$ cat src/hdl/dfc_pkg.sv
package dfc_pkg;

    localparam int IN_DATA_W  = 8;
    localparam int OUT_DATA_W = 24;
    localparam int COORD_W    = 4;
    localparam int CFG_IDX_W  = 1;
    localparam int CFG_DATA_W = 4;

    // input tuser
    localparam logic OP_RESTART = 1'b0;
    localparam logic OP_STEP    = 1'b1;

    // configuration register indexes
    localparam logic [CFG_IDX_W-1:0] REG_START_ROW = 1'b0;
    localparam logic [CFG_IDX_W-1:0] REG_START_COL = 1'b1;

    // search directions, tried in this order with rotation
    localparam logic [1:0] DIR_UP    = 2'd0;
    localparam logic [1:0] DIR_LEFT  = 2'd1;
    localparam logic [1:0] DIR_RIGHT = 2'd2;
    localparam logic [1:0] DIR_DOWN  = 2'd3;

    localparam logic SIDE_RIGHT  = 1'b0;
    localparam logic SIDE_BOTTOM = 1'b1;

    typedef enum logic [1:0] {
        EV_CARVED = 2'd0,
        EV_BACK   = 2'd1,
        EV_DONE   = 2'd2,
        EV_IDLE   = 2'd3
    } t_event;

    typedef struct packed {
        logic ok;    // neighbour lies inside the grid
        logic side;  // wall cleared if carved
    } t_nbr_flags;

    // result beat: wall_row, wall_col, wall_side, cur_row, cur_col from bit 0 up
    function automatic logic [OUT_DATA_W-1:0] pack_res(
        input logic [COORD_W-1:0] wall_row,
        input logic [COORD_W-1:0] wall_col,
        input logic               wall_side,
        input logic [COORD_W-1:0] cur_row,
        input logic [COORD_W-1:0] cur_col
    );
        return {7'd0, cur_col, cur_row, wall_side, wall_col, wall_row};
    endfunction

endpackage

$ cat src/hdl/dfc_nbr.sv
module dfc_nbr #(
    parameter int GRID_ROWS = 16,
    parameter int GRID_COLS = 16
) (
    input  logic [$clog2(GRID_ROWS)-1:0] i_row,
    input  logic [$clog2(GRID_COLS)-1:0] i_col,
    input  logic [1:0]                   i_dir,
    output logic [$clog2(GRID_ROWS)-1:0] o_nb_row,
    output logic [$clog2(GRID_COLS)-1:0] o_nb_col,
    output logic [$clog2(GRID_ROWS)-1:0] o_wall_row,
    output logic [$clog2(GRID_COLS)-1:0] o_wall_col,
    output dfc_pkg::t_nbr_flags          o_flags
);

    localparam int RB = $clog2(GRID_ROWS);
    localparam int CB = $clog2(GRID_COLS);
    localparam logic [RB-1:0] LAST_ROW = RB'(GRID_ROWS - 1);
    localparam logic [CB-1:0] LAST_COL = CB'(GRID_COLS - 1);

    always_comb begin
        o_nb_row     = i_row;
        o_nb_col     = i_col;
        o_wall_row   = i_row;
        o_wall_col   = i_col;
        o_flags.ok   = 1'b0;
        o_flags.side = dfc_pkg::SIDE_RIGHT;
        unique case (i_dir)
            dfc_pkg::DIR_UP: begin
                o_nb_row     = i_row - RB'(1);
                o_wall_row   = i_row - RB'(1);
                o_flags.ok   = (i_row != '0);
                o_flags.side = dfc_pkg::SIDE_BOTTOM;
            end
            dfc_pkg::DIR_LEFT: begin
                o_nb_col     = i_col - CB'(1);
                o_wall_col   = i_col - CB'(1);
                o_flags.ok   = (i_col != '0);
            end
            dfc_pkg::DIR_RIGHT: begin
                o_nb_col     = i_col + CB'(1);
                o_flags.ok   = (i_col != LAST_COL);
            end
            dfc_pkg::DIR_DOWN: begin
                o_nb_row     = i_row + RB'(1);
                o_flags.ok   = (i_row != LAST_ROW);
                o_flags.side = dfc_pkg::SIDE_BOTTOM;
            end
            default: ;
        endcase
    end

endmodule

$ cat src/hdl/dfs_maze_carver.sv
// Depth-first maze carver. One input beat gives one result beat. A restart
// (tuser low) clears all 2^(RB+CB) entries of the visited map one cell a cycle,
// RB and CB being the row and column index widths (256 entries on the default
// 16x16 grid), then marks and pushes the start cell. A step (tuser high)
// probes the four neighbours one at a time through the single visited-map
// port, each neighbour inside the grid taking a probe state and a check state;
// a backtrack adds a pop state and, unless the path empties, a stack read
// state. A step with no maze in progress returns idle. The next beat is taken
// in the cycle after the result is loaded. Input is refused while an item is
// at work; a finished result waits in the output register while the next beat
// is taken. Start coordinates beyond the grid saturate.
module dfs_maze_carver #(
    parameter int GRID_ROWS = 16,
    parameter int GRID_COLS = 16
) (
    input  logic                              i_clk,
    input  logic                              i_rst_n,
    input  logic                              i_s_tvalid,
    output logic                              o_s_tready,
    input  logic [dfc_pkg::IN_DATA_W-1:0]     i_s_tdata,  // rand_pick
    input  logic                              i_s_tuser,  // op
    output logic                              o_m_tvalid,
    input  logic                              i_m_tready,
    // wall_row, wall_col, wall_side, cur_row, cur_col
    output logic [dfc_pkg::OUT_DATA_W-1:0]    o_m_tdata,
    output logic [1:0]                        o_m_tuser,  // event_res
    input  logic                              i_cfg_we,
    input  logic [dfc_pkg::CFG_IDX_W-1:0]     i_cfg_index,
    input  logic [dfc_pkg::CFG_DATA_W-1:0]    i_cfg_data
);

    localparam int RB         = $clog2(GRID_ROWS);
    localparam int CB         = $clog2(GRID_COLS);
    localparam int AW         = RB + CB;
    localparam int MAP_DEPTH  = 1 << AW;
    localparam int CELL_COUNT = GRID_ROWS * GRID_COLS;
    localparam int SW         = $clog2(CELL_COUNT);
    localparam int DW         = $clog2(CELL_COUNT + 1);
    localparam int CW         = dfc_pkg::COORD_W;

    typedef enum logic [7:0] {
        ST_IDLE  = 8'b0000_0001,
        ST_CLEAR = 8'b0000_0010,
        ST_MARK  = 8'b0000_0100,
        ST_PROBE = 8'b0000_1000,
        ST_CHECK = 8'b0001_0000,
        ST_POP   = 8'b0010_0000,
        ST_POPRD = 8'b0100_0000,
        ST_FIN   = 8'b1000_0000
    } t_state;

    t_state r_state, n_state;
    logic [CW-1:0] r_start_row, r_start_col;
    logic [RB-1:0] r_row, n_row;
    logic [CB-1:0] r_col, n_col;
    logic [DW-1:0] r_depth, n_depth;
    logic          r_running, n_running;
    logic [1:0]    r_pick, n_pick;
    logic [1:0]    r_k, n_k;
    logic [AW-1:0] r_clr, n_clr;
    logic [dfc_pkg::OUT_DATA_W-1:0] r_res_data, n_res_data;
    logic [1:0]    r_res_ev, n_res_ev;
    logic          r_m_valid, n_m_valid;
    logic [dfc_pkg::OUT_DATA_W-1:0] r_m_data, n_m_data;
    logic [1:0]    r_m_user, n_m_user;

    // visited map and path stack
    logic          vis_mem [MAP_DEPTH];
    logic          r_vis_rd;
    logic          vis_we, vis_wd;
    logic [AW-1:0] vis_addr;
    logic [AW-1:0] stk_mem [CELL_COUNT];
    logic [AW-1:0] r_stk_rd;
    logic          stk_we;
    logic [AW-1:0] stk_wd;
    logic [SW-1:0] stk_addr;

    logic [RB-1:0] nb_row, wall_row, sat_row;
    logic [CB-1:0] nb_col, wall_col, sat_col;
    dfc_pkg::t_nbr_flags nb_flags;
    logic [DW-1:0] depth_m2;
    logic          in_acc;

    dfc_nbr #(
        .GRID_ROWS (GRID_ROWS),
        .GRID_COLS (GRID_COLS)
    ) u_nbr (
        .i_row      (r_row),
        .i_col      (r_col),
        .i_dir      (r_pick + r_k),
        .o_nb_row   (nb_row),
        .o_nb_col   (nb_col),
        .o_wall_row (wall_row),
        .o_wall_col (wall_col),
        .o_flags    (nb_flags)
    );

    assign o_s_tready = (r_state == ST_IDLE);
    assign in_acc     = i_s_tvalid && o_s_tready;
    assign o_m_tvalid = r_m_valid;
    assign o_m_tdata  = r_m_data;
    assign o_m_tuser  = r_m_user;
    assign depth_m2   = r_depth - DW'(2);

    assign sat_row = (32'(r_start_row) >= GRID_ROWS) ? RB'(GRID_ROWS - 1) : RB'(r_start_row);
    assign sat_col = (32'(r_start_col) >= GRID_COLS) ? CB'(GRID_COLS - 1) : CB'(r_start_col);

    always_comb begin
        n_state    = r_state;
        n_row      = r_row;
        n_col      = r_col;
        n_depth    = r_depth;
        n_running  = r_running;
        n_pick     = r_pick;
        n_k        = r_k;
        n_clr      = r_clr;
        n_res_data = r_res_data;
        n_res_ev   = r_res_ev;
        n_m_valid  = r_m_valid && !i_m_tready;
        n_m_data   = r_m_data;
        n_m_user   = r_m_user;
        vis_we     = 1'b0;
        vis_wd     = 1'b0;
        vis_addr   = {nb_row, nb_col};
        stk_we     = 1'b0;
        stk_wd     = {nb_row, nb_col};
        stk_addr   = r_depth[SW-1:0];

        unique case (r_state)
            ST_IDLE: begin
                if (in_acc) begin
                    if (i_s_tuser == dfc_pkg::OP_RESTART) begin
                        n_clr   = '0;
                        n_state = ST_CLEAR;
                    end else if (!r_running) begin
                        n_res_ev   = dfc_pkg::EV_IDLE;
                        n_res_data = '0;
                        n_state    = ST_FIN;
                    end else begin
                        n_pick  = i_s_tdata[1:0];
                        n_k     = 2'd0;
                        n_state = ST_PROBE;
                    end
                end
            end
            ST_CLEAR: begin
                vis_we   = 1'b1;
                vis_addr = r_clr;
                n_clr    = r_clr + AW'(1);
                if (r_clr == '1) begin
                    n_state = ST_MARK;
                end
            end
            ST_MARK: begin
                vis_we     = 1'b1;
                vis_wd     = 1'b1;
                vis_addr   = {sat_row, sat_col};
                stk_we     = 1'b1;
                stk_wd     = {sat_row, sat_col};
                stk_addr   = '0;
                n_row      = sat_row;
                n_col      = sat_col;
                n_depth    = DW'(1);
                n_running  = 1'b1;
                n_res_ev   = dfc_pkg::EV_IDLE;
                n_res_data = dfc_pkg::pack_res('0, '0, 1'b0, CW'(sat_row), CW'(sat_col));
                n_state    = ST_FIN;
            end
            ST_PROBE: begin
                // read of the neighbour's visited bit is issued here
                if (nb_flags.ok) begin
                    n_state = ST_CHECK;
                end else if (r_k == 2'd3) begin
                    n_state = ST_POP;
                end else begin
                    n_k = r_k + 2'd1;
                end
            end
            ST_CHECK: begin
                if (!r_vis_rd) begin
                    vis_we     = 1'b1;
                    vis_wd     = 1'b1;
                    stk_we     = 1'b1;
                    n_depth    = r_depth + DW'(1);
                    n_row      = nb_row;
                    n_col      = nb_col;
                    n_res_ev   = dfc_pkg::EV_CARVED;
                    n_res_data = dfc_pkg::pack_res(CW'(wall_row), CW'(wall_col),
                                                   nb_flags.side, CW'(nb_row), CW'(nb_col));
                    n_state    = ST_FIN;
                end else if (r_k == 2'd3) begin
                    n_state = ST_POP;
                end else begin
                    n_k     = r_k + 2'd1;
                    n_state = ST_PROBE;
                end
            end
            ST_POP: begin
                n_depth  = r_depth - DW'(1);
                stk_addr = depth_m2[SW-1:0];
                if (r_depth == DW'(1)) begin
                    n_running  = 1'b0;
                    n_res_ev   = dfc_pkg::EV_DONE;
                    n_res_data = '0;
                    n_state    = ST_FIN;
                end else begin
                    n_state = ST_POPRD;
                end
            end
            ST_POPRD: begin
                n_row      = r_stk_rd[AW-1:CB];
                n_col      = r_stk_rd[CB-1:0];
                n_res_ev   = dfc_pkg::EV_BACK;
                n_res_data = dfc_pkg::pack_res('0, '0, 1'b0,
                                               CW'(r_stk_rd[AW-1:CB]), CW'(r_stk_rd[CB-1:0]));
                n_state    = ST_FIN;
            end
            ST_FIN: begin
                if (!r_m_valid || i_m_tready) begin
                    n_m_valid = 1'b1;
                    n_m_data  = r_res_data;
                    n_m_user  = r_res_ev;
                    n_state   = ST_IDLE;
                end
            end
            default: n_state = ST_IDLE;
        endcase
    end

    always_ff @(posedge i_clk) begin
        if (vis_we) begin
            vis_mem[vis_addr] <= vis_wd;
        end
        r_vis_rd <= vis_mem[vis_addr];
    end

    always_ff @(posedge i_clk) begin
        if (stk_we) begin
            stk_mem[stk_addr] <= stk_wd;
        end
        r_stk_rd <= stk_mem[stk_addr];
    end

    always_ff @(posedge i_clk) begin
        if (!i_rst_n) begin
            r_state     <= ST_IDLE;
            r_depth     <= '0;
            r_running   <= 1'b0;
            r_m_valid   <= 1'b0;
            r_start_row <= 4'd15;
            r_start_col <= 4'd8;
        end else begin
            r_state   <= n_state;
            r_depth   <= n_depth;
            r_running <= n_running;
            r_m_valid <= n_m_valid;
            if (i_cfg_we) begin
                unique case (i_cfg_index)
                    dfc_pkg::REG_START_ROW: r_start_row <= i_cfg_data;
                    dfc_pkg::REG_START_COL: r_start_col <= i_cfg_data;
                    default: ;
                endcase
            end
        end
    end

    always_ff @(posedge i_clk) begin
        r_row      <= n_row;
        r_col      <= n_col;
        r_pick     <= n_pick;
        r_k        <= n_k;
        r_clr      <= n_clr;
        r_res_data <= n_res_data;
        r_res_ev   <= n_res_ev;
        r_m_data   <= n_m_data;
        r_m_user   <= n_m_user;
    end

endmodule

$ cat config.mk
export PLATFORM = sky130hd
export DESIGN_NAME = dfs_maze_carver
export DESIGN_NICKNAME = d
export VERILOG_FILES = /design/src/hdl/dfc_pkg.sv /design/src/hdl/dfc_nbr.sv /design/src/hdl/dfs_maze_carver.sv
export SDC_FILE = /design/constraint.sdc
export NUM_CORES = 2
export LEC_CHECK = 0
export BUFFER_PORTS_ARGS = -buffer_cell sky130_fd_sc_hd__clkbuf_2
export CORE_UTILIZATION = 50
export DETAILED_ROUTE_END_ITERATION = 7
export HOLD_SLACK_MARGIN = 0.02
export PLACE_DENSITY = 0.65
export SLEW_MARGIN = 20
export SYNTH_ARGS = -nofsm -noshare
export SYNTH_HDL_FRONTEND = slang
export SYNTH_SLANG_ARGS = --single-unit
$ cat constraint.sdc
create_clock -name i_clk -period 26.4 [get_ports i_clk]
set_input_delay 3.96 -clock i_clk [delete_from_list [all_inputs] [get_ports i_clk]]
set_output_delay 3.96 -clock i_clk [all_outputs]
set_load 0.02 [all_outputs]
==> results.sh <==
export IMPL_status="completed"
export IMPL_worstPathMaxFanout=124
export IMPL_synth_edf_count=2362
export IMPL_cap_violations=0
export IMPL_clk_pin_slew_ps=60
export IMPL_fp_dieH_um=443
export IMPL_cts_made_buffers=232
export IMPL_slowest_delay_ps=840
export IMPL_firstDrtPassIters=8
export IMPL_avgViaCountPerCell=6.39
export IMPL_drt_iter0_markers=8411
export IMPL_dp_cells=9035
export IMPL_grt_pass1_vias=57400
export IMPL_place_congestion=0.863
export IMPL_reg2reg_depth=14
export IMPL_post_route_min_period_ps=7710
export IMPL_tightest_slew_ps=1250
export IMPL_holdWs_ps=421
export IMPL_synth_seq_cells=2398
export IMPL_fin_ws_ps=18690
export IMPL_start_util=0.504
export IMPL_required_ps=27130
export IMPL_cp_top_family="simple AND/OR/NAND/NOR gates"
export IMPL_seq_area_frac_synth=0.738
export IMPL_slew_headroom=0.166
export IMPL_grt_max_degree=212
export IMPL_hold_path_class="flip-flop to flip-flop"
export IMPL_vias=60600
export IMPL_portBuffers=33
export IMPL_async_flop_share=0
export IMPL_drcViolationCount=0
export IMPL_top_usage_layer="met2"
export IMPL_finalCritPeriodShare=0.292
export IMPL_totalWireLength_um=272000
export IMPL_tns_ps=0
export IMPL_drive_above_1_share=0.104
export IMPL_syn_inst=6844
export IMPL_crit_cells=14
export IMPL_fp_coreArea_um2=193000
export IMPL_critPathArrivalTime_ps=8440
export IMPL_synth_area_top_cells="edfxtp_1, nand2_1, mux4_2, nor2_1, nand3_1"
export IMPL_cts_sinks=2398
export IMPL_crit_slowest_cell="nor2_1"
export IMPL_overflow=0
export IMPL_cts_buffer_depth=3
export IMPL_ys_flop_type="edfxtp_1"
export IMPL_cts_tree="done"
export IMPL_ys_warn_count=0
export IMPL_skew_ps=48.2
export IMPL_post_cts_buffers=0
export IMPL_grt_pass1_wl_um=394000
export IMPL_peakVddDrop_uv=53.5
export IMPL_synth_cell_type_count=88
export IMPL_finalSetupViolCount=0
export IMPL_synth_area_um2=97000
export IMPL_io_pins=47
export IMPL_clk_latency_ps=880
export IMPL_crit_type="flip-flop to flip-flop"
export IMPL_fmax_mhz=130
export IMPL_fin_nets=6781
export IMPL_total_leakage_power_nw=34.2
export IMPL_cp_cell_sequence="nor2_1 -> nand4_1 -> buf_12 -> o21ai_4 -> buf_4 -> buf_12 -> buf_12 -> buf_4 -> mux4_2 -> a22oi_1 -> a21oi_1 -> or4_1 -> nor3_1 -> nand4_1"
export IMPL_clock_root_buffer="clkbuf_16"
export IMPL_met1_usage=0.385
export IMPL_crit_top_cell="buf_12"
export IMPL_fin_cells=9475
export IMPL_ys_top_cells_by_count="edfxtp_1, nand2_1, nor2_1, nand3_1, clkbuf_1"
export IMPL_rsz0062_at_grt="no"
export IMPL_antenna_found_initial=11
export IMPL_drt_wirelength_per_cell_um=28.7
export IMPL_cp_end_kind="flip-flop"
export IMPL_syn_mean_instance_area_um2=14.2
export IMPL_cts_resized_gates=0
export IMPL_yosys_area_top_type="edfxtp_1"
export IMPL_yosys_cell_count_top_type="edfxtp_1"
export IMPL_grt_usage=0.273
export IMPL_hpwl_um=150000
export IMPL_dieArea_um2=196000
export IMPL_finalHoldViolations=0
export IMPL_die_w_um=443
export IMPL_powerDensity_nw_per_um2=69.1
export IMPL_htreeDepth=4
export IMPL_total_power_mw=7.39
export IMPL_cp_buffers_inverters=5
export IMPL_worstHoldPathCells=0
export IMPL_postCtsHoldBufs=0
export IMPL_synth_top_cell_area_share=0.731
export IMPL_grt_met3_usage=0.0557
export IMPL_startpoint_type="flip-flop"
export IMPL_postRouteAntennaNets=0
export IMPL_row_count=161
export IMPL_slew_viol_final=0
export IMPL_area_growth_pct=10.2
export IMPL_grt_use_met2=0.419
export IMPL_dp_worst_setup_slack_ps=18790
power breakdown:
part           internal, mW  switching [mW]
Clock                  1.77            1.41
Combinational        0.0224          0.0562
Sequential             4.12         0.00619
Total                  5.92            1.48
metrics by stage:
stage,util,area (um2)
2_1_floorplan,-,97000
6_report,0.555,107000
3_5_place_dp,0.517,99700
5_1_grt,0.555,107000
4_1_cts,0.555,107000
3_3_place_gp,0.517,99600
final timing paths:
path                                     start             to  slack [ps]
worst max-delay path                r_state[2]    r_stk_rd[3]       18690
worst min register to register  r_res_data[14]  o_m_tdata[14]         420
worst max register to register      r_state[2]    r_stk_rd[3]       18690
worst min-delay path            r_res_data[14]  o_m_tdata[14]         420
layout by cell type, fill, tap and decap left out, types with 107 or more instances in the layout:
| cell | synthesis | final |
|---|---|---|
| buf_4 | 34 | 107 |
| nand2_1 | 1400 | 1385 |
| a32oi_1 | 110 | 110 |
| a31oi_1 | 138 | 136 |
| nor2_1 | 571 | 570 |
| mux4_2 | 160 | 160 |
| nand3_1 | 420 | 419 |
| clkbuf_16 | 0 | 232 |
| edfxtp_1 | 2362 | 2362 |
| a211oi_1 | 114 | 114 |
| a21oi_1 | 176 | 170 |
| and3_1 | 121 | 121 |
area by class of cell:
| class | count | area [um2] |
|---|---|---|
| Fill cell | 15100 | 85600 |
| Clock inverter | 127 | 1080 |
| Clock buffer | 305 | 6140 |
| Multi-Input combinational cell | 3900 | 23300 |
| Antenna cell | 7 | 17.5 |
| Inverter | 51 | 196 |
| Timing Repair Buffer | 161 | 1390 |
| Sequential cell | 2398 | 71600 |
| Tap cell | 2526 | 3160 |
routing by layer:
metal	part of all wire	vias to the layer above	routed length, um
li1	-	25900	-
met1	0.39	30700	106000
met2	0.46	3487	126000
met3	0.11	548	29900
met4	0.037	8	9970
met5	0.00018	-	50
state kept, by name, summed over array words and instances (netlist names), 8 cells and up:
name        flops
o_m_tdata      17
vis_mem       256
r_state         8
r_stk_rd        8
r_clr           8
r_depth         9
r_res_data     17
stk_mem      2048
cell families (layout without fill, tap and decap cells):
group,count (synthesis),after routing,synth area share
AND/OR/NAND/NOR,2691,2691,0.119
other,1,14,0.0000387
multiplexers,175,175,0.0387
adder cells (fa/ha/maj),18,18,0.00232
buffers and inverters,552,644,0.0253
XOR/XNOR,15,15,0.00135
AO/OA/AOI/OAI,994,994,0.0750
flip-flops,2398,2398,0.738
worst reg2reg max path: stages (launching register included):
cell     delay [ps]
dfxtp_1         590
nor2_1          840
nand4_1         660
buf_12          470
o21ai_4         300
buf_4           420
buf_12          510
buf_12          610
buf_4           700
mux4_2          440
a22oi_1         390
a21oi_1         380
or4_1           550
nor3_1          530
nand4_1         180
(Power assumes the default switching activity.)
